**config.mk**
```make
export PLATFORM = sky130hd
export DESIGN_NAME = tiptilt_piezo_drive_loop
export DESIGN_NICKNAME = d
export VERILOG_FILES = /design/src/hdl/tpdl_pkg.sv /design/src/hdl/tiptilt_piezo_drive_loop.sv /design/src/hdl/tpdl_regs.sv /design/src/hdl/tpdl_ctrl.sv /design/src/hdl/tpdl_dp.sv
export SDC_FILE = /design/constraint.sdc
export NUM_CORES = 2
export LEC_CHECK = 0
export BUFFER_PORTS_ARGS = -buffer_cell sky130_fd_sc_hd__buf_2
export CAP_MARGIN = 5
export CORE_MARGIN = 2
export CORE_UTILIZATION = 45
export CTS_BUF_LIST = sky130_fd_sc_hd__clkbuf_8
export DETAILED_ROUTE_END_ITERATION = 8
export GPL_ROUTABILITY_DRIVEN = 1
export PLACE_DENSITY = 0.63
export SYNTH_ARGS = -nofsm -noshare
export SYNTH_HDL_FRONTEND = slang
export SYNTH_SLANG_ARGS = --single-unit
export TNS_END_PERCENT = 30
```
**constraint.sdc**
```tcl
create_clock -name clk -period 13.72 [get_ports clk]
set_input_delay 2.744 -clock clk [delete_from_list [all_inputs] [get_ports clk]]
set_output_delay 2.744 -clock clk [all_outputs]
set_load 0.02 [all_outputs]
```
**src/hdl/tpdl_pkg.sv**
```systemverilog
`timescale 1ns / 1ps

package tpdl_pkg;

	// voltage limits in 1/256 V
	localparam logic signed [15:0] VOLT_MIN = -16'sd3072;
	localparam logic signed [15:0] VOLT_MAX = 16'sd25600;

	// 1.725 * 0.76142 in Q16, and the rounding offset of the final >> 38
	localparam logic signed [17:0] GAIN_K = 18'sd86078;
	localparam logic [63:0] ROUND_HALF = 64'd137438953472;

	// floor(y / 7) as (y * 9363) >> 16, exact for y below 13107
	localparam logic [13:0] RECIP_7 = 14'd9363;
	localparam logic [16:0] DUTY_OFFSET = 17'd3072;
	localparam logic [15:0] DUTY_HALF = 16'd56;

	localparam int PADDR_W = 5;

	// register indexes
	localparam logic [2:0] REG_FIRST_COS = 3'd0;
	localparam logic [2:0] REG_FIRST_SIN = 3'd1;
	localparam logic [2:0] REG_SECOND_COS = 3'd2;
	localparam logic [2:0] REG_SECOND_SIN = 3'd3;
	localparam logic [2:0] REG_LOOP_GAIN = 3'd4;

	// action codes
	localparam logic [1:0] ACT_REL = 2'd0;
	localparam logic [1:0] ACT_ABS = 2'd1;
	localparam logic [1:0] ACT_SCI = 2'd2;

	// axis order
	localparam logic [1:0] AXIS_FIRST_X = 2'd0;
	localparam logic [1:0] AXIS_FIRST_Y = 2'd1;
	localparam logic [1:0] AXIS_SECOND_X = 2'd2;
	localparam logic [1:0] AXIS_SECOND_Y = 2'd3;

	typedef struct packed {
		logic [1:0]         action;
		logic signed [15:0] first_dx;
		logic signed [15:0] first_dy;
		logic signed [15:0] second_dx;
		logic signed [15:0] second_dy;
		logic [1:0]         axis_select;
		logic signed [15:0] target_volts;
	} req_t;

	typedef struct packed {
		logic [7:0] duty_first_x;
		logic [7:0] duty_first_y;
		logic [7:0] duty_second_x;
		logic [7:0] duty_second_y;
		logic [7:0] duty_science;
		logic       range_error;
	} rsp_t;

	typedef struct packed {
		logic signed [15:0] first_cos;
		logic signed [15:0] first_sin;
		logic signed [15:0] second_cos;
		logic signed [15:0] second_sin;
		logic [15:0]        loop_gain;
	} cfg_t;

	typedef enum logic [3:0] {
		OP_IDLE,
		OP_LOAD,
		OP_SET,
		OP_TERM_A,
		OP_TERM_B,
		OP_GAIN,
		OP_LO,
		OP_HI,
		OP_UPDATE,
		OP_EMIT
	} op_t;

	typedef struct packed {
		op_t        op;
		logic [1:0] axis;
	} cmd_t;

	typedef struct packed {
		logic relative;
	} status_t;

	// round((v - vmin) / 112), saturated at 255
	function automatic logic [7:0] duty_of(logic signed [15:0] v);
		logic signed [16:0] u;
		logic [15:0] x;
		logic [11:0] y;
		logic [25:0] prod;
		logic [9:0] d;
		u = 17'(v) + $signed(DUTY_OFFSET);
		x = u[15:0] + DUTY_HALF;
		y = x[15:4];
		prod = 26'(y) * 26'(RECIP_7);
		d = prod[25:16];
		if (u[16]) begin
			return 8'd0;
		end
		if (d > 10'd255) begin
			return 8'd255;
		end
		return d[7:0];
	endfunction

endpackage

```
**src/hdl/tiptilt_piezo_drive_loop.sv**
```systemverilog
`timescale 1ns / 1ps

// drive loop for four tip/tilt piezo axes and one science stack; voltages are
// held in 1/256 V between -12 V and 100 V and reset to -12 V. every item on
// req returns one item on rsp with five pwm duties and a range error flag.
// a relative item rotates both heads' centroid offsets, scales them by the
// loop gain and adds them to the four axes with clamping; one 34x18
// multiplier is stepped five times per axis over four axes, with an update
// step per axis and a set step up front. absolute, science and unused items
// take only the set step before their result. the next item is taken the
// cycle after a result is produced. one item is in work at a time; a
// finished result sits in the output register, so the next item can be taken
// while rsp is stalled, but its own result waits for that register to drain.
// registers on the apb port must be written only while the block is idle; the
// block itself does not enforce this.
module tiptilt_piezo_drive_loop (
	input  logic                          clk,
	input  logic                          arst_n,
	// item in
	input  logic                          req_valid,
	output logic                          req_stall,
	input  tpdl_pkg::req_t                req,
	// item out
	output logic                          rsp_valid,
	input  logic                          rsp_stall,
	output tpdl_pkg::rsp_t                rsp,
	// configuration
	input  logic                          psel,
	input  logic                          penable,
	input  logic                          pwrite,
	input  logic [tpdl_pkg::PADDR_W-1:0]  paddr,
	input  logic [31:0]                   pwdata,
	output logic [31:0]                   prdata,
	output logic                          pready
);
	import tpdl_pkg::*;

	cfg_t cfg;
	cmd_t cmd;
	status_t status;

	// zero wait state register access
	assign pready = 1'b1;

	// rotation terms and gain register file
	tpdl_regs u_regs (
		.clk    (clk),
		.arst_n (arst_n),
		.psel   (psel),
		.penable(penable),
		.pwrite (pwrite),
		.paddr  (paddr),
		.pwdata (pwdata),
		.prdata (prdata),
		.cfg    (cfg)
	);

	// sequencer: handshakes and the per-axis multiply steps
	tpdl_ctrl u_ctrl (
		.clk      (clk),
		.arst_n   (arst_n),
		.req_valid(req_valid),
		.req_stall(req_stall),
		.rsp_valid(rsp_valid),
		.rsp_stall(rsp_stall),
		.status   (status),
		.cmd      (cmd)
	);

	// voltage state, shared multiplier and duty conversion
	tpdl_dp u_dp (
		.clk   (clk),
		.arst_n(arst_n),
		.cmd   (cmd),
		.req   (req),
		.cfg   (cfg),
		.status(status),
		.rsp   (rsp)
	);

endmodule

```
**src/hdl/tpdl_regs.sv**
```systemverilog
`timescale 1ns / 1ps

module tpdl_regs (
	input  logic                          clk,
	input  logic                          arst_n,
	input  logic                          psel,
	input  logic                          penable,
	input  logic                          pwrite,
	input  logic [tpdl_pkg::PADDR_W-1:0]  paddr,
	input  logic [31:0]                   pwdata,
	output logic [31:0]                   prdata,
	output tpdl_pkg::cfg_t                cfg
);
	import tpdl_pkg::*;

	cfg_t cfg_q;
	logic [2:0] idx;
	logic wr_en;

	assign idx = paddr[PADDR_W-1:2];
	assign wr_en = psel && penable && pwrite;
	assign cfg = cfg_q;

	always_ff @(posedge clk or negedge arst_n) begin
		if (!arst_n) begin
			cfg_q.first_cos <= 16'sd16384;
			cfg_q.first_sin <= 16'sd0;
			cfg_q.second_cos <= 16'sd16384;
			cfg_q.second_sin <= 16'sd0;
			cfg_q.loop_gain <= 16'd256;
		end else if (wr_en) begin
			unique case (idx)
				REG_FIRST_COS: cfg_q.first_cos <= pwdata[15:0];
				REG_FIRST_SIN: cfg_q.first_sin <= pwdata[15:0];
				REG_SECOND_COS: cfg_q.second_cos <= pwdata[15:0];
				REG_SECOND_SIN: cfg_q.second_sin <= pwdata[15:0];
				REG_LOOP_GAIN: cfg_q.loop_gain <= pwdata[15:0];
				default: ;
			endcase
		end
	end

	always_comb begin
		unique case (idx)
			REG_FIRST_COS: prdata = {16'd0, cfg_q.first_cos};
			REG_FIRST_SIN: prdata = {16'd0, cfg_q.first_sin};
			REG_SECOND_COS: prdata = {16'd0, cfg_q.second_cos};
			REG_SECOND_SIN: prdata = {16'd0, cfg_q.second_sin};
			REG_LOOP_GAIN: prdata = {16'd0, cfg_q.loop_gain};
			default: prdata = 32'd0;
		endcase
	end

endmodule

```
**src/hdl/tpdl_ctrl.sv**
```systemverilog
`timescale 1ns / 1ps

module tpdl_ctrl (
	input  logic              clk,
	input  logic              arst_n,
	input  logic              req_valid,
	output logic              req_stall,
	output logic              rsp_valid,
	input  logic              rsp_stall,
	input  tpdl_pkg::status_t status,
	output tpdl_pkg::cmd_t    cmd
);
	import tpdl_pkg::*;

	typedef enum logic [3:0] {
		S_IDLE,
		S_SET,
		S_TERM_A,
		S_TERM_B,
		S_GAIN,
		S_LO,
		S_HI,
		S_UPDATE,
		S_FINISH
	} state_t;

	state_t state_q;
	logic [1:0] axis_q;
	logic rsp_valid_q;
	logic out_free;

	assign req_stall = (state_q != S_IDLE);
	assign rsp_valid = rsp_valid_q;
	assign out_free = !rsp_valid_q || !rsp_stall;

	always_comb begin
		cmd.axis = axis_q;
		unique case (state_q)
			S_IDLE: cmd.op = req_valid ? OP_LOAD : OP_IDLE;
			S_SET: cmd.op = OP_SET;
			S_TERM_A: cmd.op = OP_TERM_A;
			S_TERM_B: cmd.op = OP_TERM_B;
			S_GAIN: cmd.op = OP_GAIN;
			S_LO: cmd.op = OP_LO;
			S_HI: cmd.op = OP_HI;
			S_UPDATE: cmd.op = OP_UPDATE;
			S_FINISH: cmd.op = out_free ? OP_EMIT : OP_IDLE;
			default: cmd.op = OP_IDLE;
		endcase
	end

	always_ff @(posedge clk or negedge arst_n) begin
		if (!arst_n) begin
			state_q <= S_IDLE;
			axis_q <= AXIS_FIRST_X;
			rsp_valid_q <= 1'b0;
		end else begin
			if (rsp_valid_q && !rsp_stall) begin
				rsp_valid_q <= 1'b0;
			end
			unique case (state_q)
				S_IDLE: begin
					if (req_valid) begin
						state_q <= S_SET;
					end
				end
				S_SET: begin
					axis_q <= AXIS_FIRST_X;
					state_q <= status.relative ? S_TERM_A : S_FINISH;
				end
				S_TERM_A: state_q <= S_TERM_B;
				S_TERM_B: state_q <= S_GAIN;
				S_GAIN: state_q <= S_LO;
				S_LO: state_q <= S_HI;
				S_HI: state_q <= S_UPDATE;
				S_UPDATE: begin
					if (axis_q == AXIS_SECOND_Y) begin
						state_q <= S_FINISH;
					end else begin
						axis_q <= axis_q + 2'd1;
						state_q <= S_TERM_A;
					end
				end
				S_FINISH: begin
					if (out_free) begin
						rsp_valid_q <= 1'b1;
						state_q <= S_IDLE;
					end
				end
				default: state_q <= S_IDLE;
			endcase
		end
	end

endmodule

```
**src/hdl/tpdl_dp.sv**
```systemverilog
`timescale 1ns / 1ps

module tpdl_dp (
	input  logic              clk,
	input  logic              arst_n,
	input  tpdl_pkg::cmd_t    cmd,
	input  tpdl_pkg::req_t    req,
	input  tpdl_pkg::cfg_t    cfg,
	output tpdl_pkg::status_t status,
	output tpdl_pkg::rsp_t    rsp
);
	import tpdl_pkg::*;

	req_t item_q;
	rsp_t rsp_q;
	logic signed [15:0] volts_q [4];
	logic signed [15:0] sci_q;
	logic err_q;

	logic signed [33:0] acc_q;
	logic neg_q;
	logic [47:0] m_q;
	logic [63:0] p_q;

	logic signed [33:0] mul_a;
	logic signed [17:0] mul_b;
	logic signed [51:0] prod;
	logic neg_a;
	logic add_b;
	logic [33:0] abs_r;
	logic tgt_ok;
	logic [63:0] rnd;
	logic [25:0] q;
	logic signed [26:0] step;
	logic signed [27:0] sum;
	logic signed [15:0] upd;

	assign status.relative = (item_q.action == ACT_REL);
	assign rsp = rsp_q;

	assign abs_r = acc_q[33] ? -acc_q : acc_q;
	assign tgt_ok = (item_q.target_volts >= VOLT_MIN) && (item_q.target_volts < VOLT_MAX);

	// multiplier operands: per-axis rotation terms, loop gain and constant gain
	always_comb begin
		mul_a = '0;
		mul_b = '0;
		neg_a = 1'b0;
		add_b = 1'b0;
		unique case (cmd.op)
			OP_TERM_A: begin
				unique case (cmd.axis)
					AXIS_FIRST_X: begin
						mul_a = 34'(cfg.first_cos);
						mul_b = 18'(item_q.first_dx);
					end
					AXIS_FIRST_Y: begin
						mul_a = 34'(cfg.first_sin);
						mul_b = 18'(item_q.first_dx);
						neg_a = 1'b1;
					end
					AXIS_SECOND_X: begin
						mul_a = 34'(cfg.second_cos);
						mul_b = 18'(item_q.second_dx);
					end
					default: begin
						mul_a = 34'(cfg.second_sin);
						mul_b = 18'(item_q.second_dx);
					end
				endcase
			end
			OP_TERM_B: begin
				unique case (cmd.axis)
					AXIS_FIRST_X: begin
						mul_a = 34'(cfg.first_sin);
						mul_b = 18'(item_q.first_dy);
					end
					AXIS_FIRST_Y: begin
						mul_a = 34'(cfg.first_cos);
						mul_b = 18'(item_q.first_dy);
					end
					AXIS_SECOND_X: begin
						mul_a = 34'(cfg.second_sin);
						mul_b = 18'(item_q.second_dy);
					end
					default: begin
						mul_a = 34'(cfg.second_cos);
						mul_b = 18'(item_q.second_dy);
						add_b = 1'b1;
					end
				endcase
			end
			OP_GAIN: begin
				mul_a = $signed({2'b00, abs_r[31:0]});
				mul_b = $signed({2'b00, cfg.loop_gain});
			end
			OP_LO: begin
				mul_a = $signed({10'd0, m_q[23:0]});
				mul_b = GAIN_K;
			end
			OP_HI: begin
				mul_a = $signed({10'd0, m_q[47:24]});
				mul_b = GAIN_K;
			end
			default: ;
		endcase
	end

	assign prod = mul_a * mul_b;

	// round half away from zero on the magnitude, then clamp
	assign rnd = p_q + ROUND_HALF;
	assign q = rnd[63:38];
	assign step = neg_q ? -$signed({1'b0, q}) : $signed({1'b0, q});
	assign sum = 28'(volts_q[cmd.axis]) + 28'(step);

	always_comb begin
		if (sum > 28'(VOLT_MAX)) begin
			upd = VOLT_MAX;
		end else if (sum < 28'(VOLT_MIN)) begin
			upd = VOLT_MIN;
		end else begin
			upd = sum[15:0];
		end
	end

	always_ff @(posedge clk) begin
		unique case (cmd.op)
			OP_LOAD: item_q <= req;
			OP_TERM_A: acc_q <= neg_a ? -prod[33:0] : prod[33:0];
			OP_TERM_B: acc_q <= add_b ? acc_q + prod[33:0] : acc_q - prod[33:0];
			OP_GAIN: begin
				m_q <= prod[47:0];
				neg_q <= acc_q[33];
			end
			OP_LO: p_q <= {23'd0, prod[40:0]};
			OP_HI: p_q <= p_q + {prod[39:0], 24'd0};
			OP_EMIT: begin
				rsp_q.duty_first_x <= duty_of(volts_q[AXIS_FIRST_X]);
				rsp_q.duty_first_y <= duty_of(volts_q[AXIS_FIRST_Y]);
				rsp_q.duty_second_x <= duty_of(volts_q[AXIS_SECOND_X]);
				rsp_q.duty_second_y <= duty_of(volts_q[AXIS_SECOND_Y]);
				rsp_q.duty_science <= duty_of(sci_q);
				rsp_q.range_error <= err_q;
			end
			default: ;
		endcase
	end

	always_ff @(posedge clk or negedge arst_n) begin
		if (!arst_n) begin
			for (int i = 0; i < 4; i++) begin
				volts_q[i] <= VOLT_MIN;
			end
			sci_q <= VOLT_MIN;
			err_q <= 1'b0;
		end else begin
			unique case (cmd.op)
				OP_SET: begin
					err_q <= 1'b0;
					if (item_q.action == ACT_ABS || item_q.action == ACT_SCI) begin
						if (!tgt_ok) begin
							err_q <= 1'b1;
						end else if (item_q.action == ACT_ABS) begin
							volts_q[item_q.axis_select] <= item_q.target_volts;
						end else begin
							sci_q <= item_q.target_volts;
						end
					end
				end
				OP_UPDATE: volts_q[cmd.axis] <= upd;
				default: ;
			endcase
		end
	end

endmodule
```
==> metrics.txt <==
RSZ-0062 raised after global routing=no; placer congestion estimate=0.957; CP most frequent cell=fa_1; Slew @ Worst Pin=1280 ps; post-synthesis register bit count=413; grt ovf=0; asr flop ratio synth=0.400; Netlist cell types=114; Die Wd=360 µm; Clock Path Buffers=3; Clock Latency Late Sink=760 ps; H-tree depth=3; CP top delay family=compound AO/OA/AOI/OAI gates; NumNets Final=7645; count of final hold-check violations=0; minimum clock period=12960 ps; I/O pins=204; CTS tree=built; Synth top cells by count=inv_1, nand2_1, fa_1; die area=130000 µm²; CTS buffer count=72; share of Yosys cell area claimed by the top area cell type=0.231; Initial Util=0.453; Iter 0 DRT Violations=3312; Hold WS=494 ps; Via density=5.65; worst-case clock skew=44.2 ps; vias=44790; CP max-delay cell=a2111oi_1; CP peak stage delay=680 ps; Util after Layout=0.490; setup violators final=0; Crit Path Category=in2reg; Core Box Area=126000 µm²; wire length of the first global-routing pass=257000 µm; hold buffers post-CTS=0; Critical Path AT=13410 ps; Worst setup EP type=register; fin crit share=0.945; setup TNS=0 ps; startpoint types=input port; post-DP HPWL=128000 µm; initial antenna violation count=7; worst min-delay path class=reg2reg; count leader, synth=inv_1; CP Max Fanout=13; fin. max-slew vios=0; drc violations=2; Fmax=0.0772 GHz; violated checks=DRC; post-CTS sizing=0; YS warnings=0; DRT antenna net count=0; Mapped Area=57000 µm²; Post-synth EDFFs=248; area grow syn2layout=8.11%; Top FF cell, synth=edfxtp_1; Cells after Synth=6078; per-cell routed wire length=20.5 µm; CTS clk-pin slew, worst paths=60 ps; Yosys top cell by area=fa_1; largest net degree at the start of global routing=88; vias in the first global route=45851; Die H=360 µm; Port Buffer Count=168; max_cap viols=0; Synth area leaders=fa_1, ha_1, edfxtp_1; Post-CTS Setup Bufs=0; Clock Sinks=413; final wirelength=163000 µm; critical path buffer and inverter count=3; Pre-antenna DRT Iters=9; Avg Synthesized Cell Area=9.38 µm²; fraction of layout cells with a size suffix above 1=0.107; Worst Path Required=14170 ps; Slew HR=0.143; total track usage=0.252; register area share after synthesis=0.204; status=finished with violations; FP Rows=130; Root Driver=clkbuf_8
[layer usage]
layer	wire length [µm]	track usage
met1	68400	0.332
met2	74700	0.411
met3	12100	0.0452
met4	7230	0.0979
met5	22	0
[worst paths after layout]
| path | from | end | slack [ps] | cells after the start |
|---|---|---|---|---|
| setup / recovery | req_valid | u_dp.acc_q[32] | 760 | 37 |
| hold / removal | u_dp.volts_q[0] | u_dp.volts_q[0] | 490 | 2 |
| setup reg to reg | u_ctrl.axis_q[1] | u_dp.acc_q[32] | 1300 | 37 |
| hold reg to reg | u_dp.volts_q[0] | u_dp.volts_q[0] | 490 | 2 |
| max in group asynchronous | arst_n | u_dp.volts_q[21] | 10040 | 2 |
| min in group asynchronous | arst_n | u_regs.cfg[14] | 2090 | 1 |
[placed cells by master (no fill, tap or decap), types with 31 or more instances in the layout]
| cell | Yosys | routed |
|---|---|---|
| inv_1 | 891 | 912 |
| nand2_1 | 676 | 676 |
| fa_1 | 659 | 659 |
| ha_1 | 636 | 633 |
| nor2_1 | 434 | 430 |
| a21oi_1 | 264 | 263 |
| edfxtp_1 | 248 | 248 |
| o21ai_0 | 232 | 227 |
| xnor2_1 | 208 | 208 |
| buf_2 | 10 | 167 |
| xor2_1 | 160 | 160 |
| dfrtp_1 | 137 | 137 |
| buf_4 | 23 | 129 |
| mux2_2 | 92 | 92 |
| a21o_1 | 91 | 91 |
| and2_1 | 89 | 89 |
| nand3_1 | 82 | 82 |
| clkbuf_8 | 0 | 80 |
| nor3_1 | 72 | 69 |
| o21a_1 | 57 | 57 |
| a22oi_1 | 51 | 51 |
| nand2b_1 | 50 | 50 |
| o22ai_1 | 50 | 49 |
| nor2b_1 | 46 | 45 |
| mux2i_1 | 33 | 33 |
| a222oi_1 | 31 | 31 |
[worst register-to-register path: cells and delay by family (launching register included)]
| family | cells | cell delay, ps |
|---|---|---|
| compound gates | 11 | 3820 |
| buf+inv | 4 | 810 |
| simple gates | 11 | 2540 |
| fa+ha+maj | 9 | 4260 |
| flops | 1 | 330 |
| xor+xnor | 2 | 330 |
[cell type report]
cell class | instances | area [µm²]
repair buffers | 298 | 1840
inverters | 894 | 3360
flip-flops and latches | 413 | 11600
fillers | 11813 | 64100
clock inverters | 51 | 342
multi-input cells | 4543 | 41300
well taps | 1650 | 2060
clock buffers | 80 | 1100
diodes | 2 | 5.00
[state kept, by name (all words and copies together), names as in the netlist, 4 cells and up]
signal          count
u_ctrl.state_q      4
u_dp.acc_q         34
u_dp.item_q        84
u_dp.m_q           48
u_dp.p_q           40
u_dp.rsp           41
u_dp.sci_q         13
u_dp.volts_q       64
u_regs.cfg         80
[logic make-up (layout without fill, tap and decap cells)]
logic type / Yosys count / in the layout / synth area share
buf+inv: 1137 / 1323 / 0.0770
other cells: 2 / 19 / 0.000132
simple gates: 1623 / 1623 / 0.130
mux: 141 / 141 / 0.0303
flops: 413 / 413 / 0.204
fa+ha+maj: 1295 / 1295 / 0.371
xor+xnor: 370 / 370 / 0.0571
compound gates: 1097 / 1097 / 0.131
[per-stage QoR]
step / setup WS (ps) / area [µm²] / std cells
2_1_floorplan: 638 / 57100 / 6093
3_3_place_gp: 256 / 60200 / 7798
3_5_place_dp: 175 / 60200 / 7798
4_1_cts: 964 / 61600 / 7929
5_1_grt: 289 / 61600 / 7931
6_report: 761 / 61600 / 7931
Power is not shown: default switching activity piles up to over one toggle a cycle in this logic, so the estimate is an artifact.
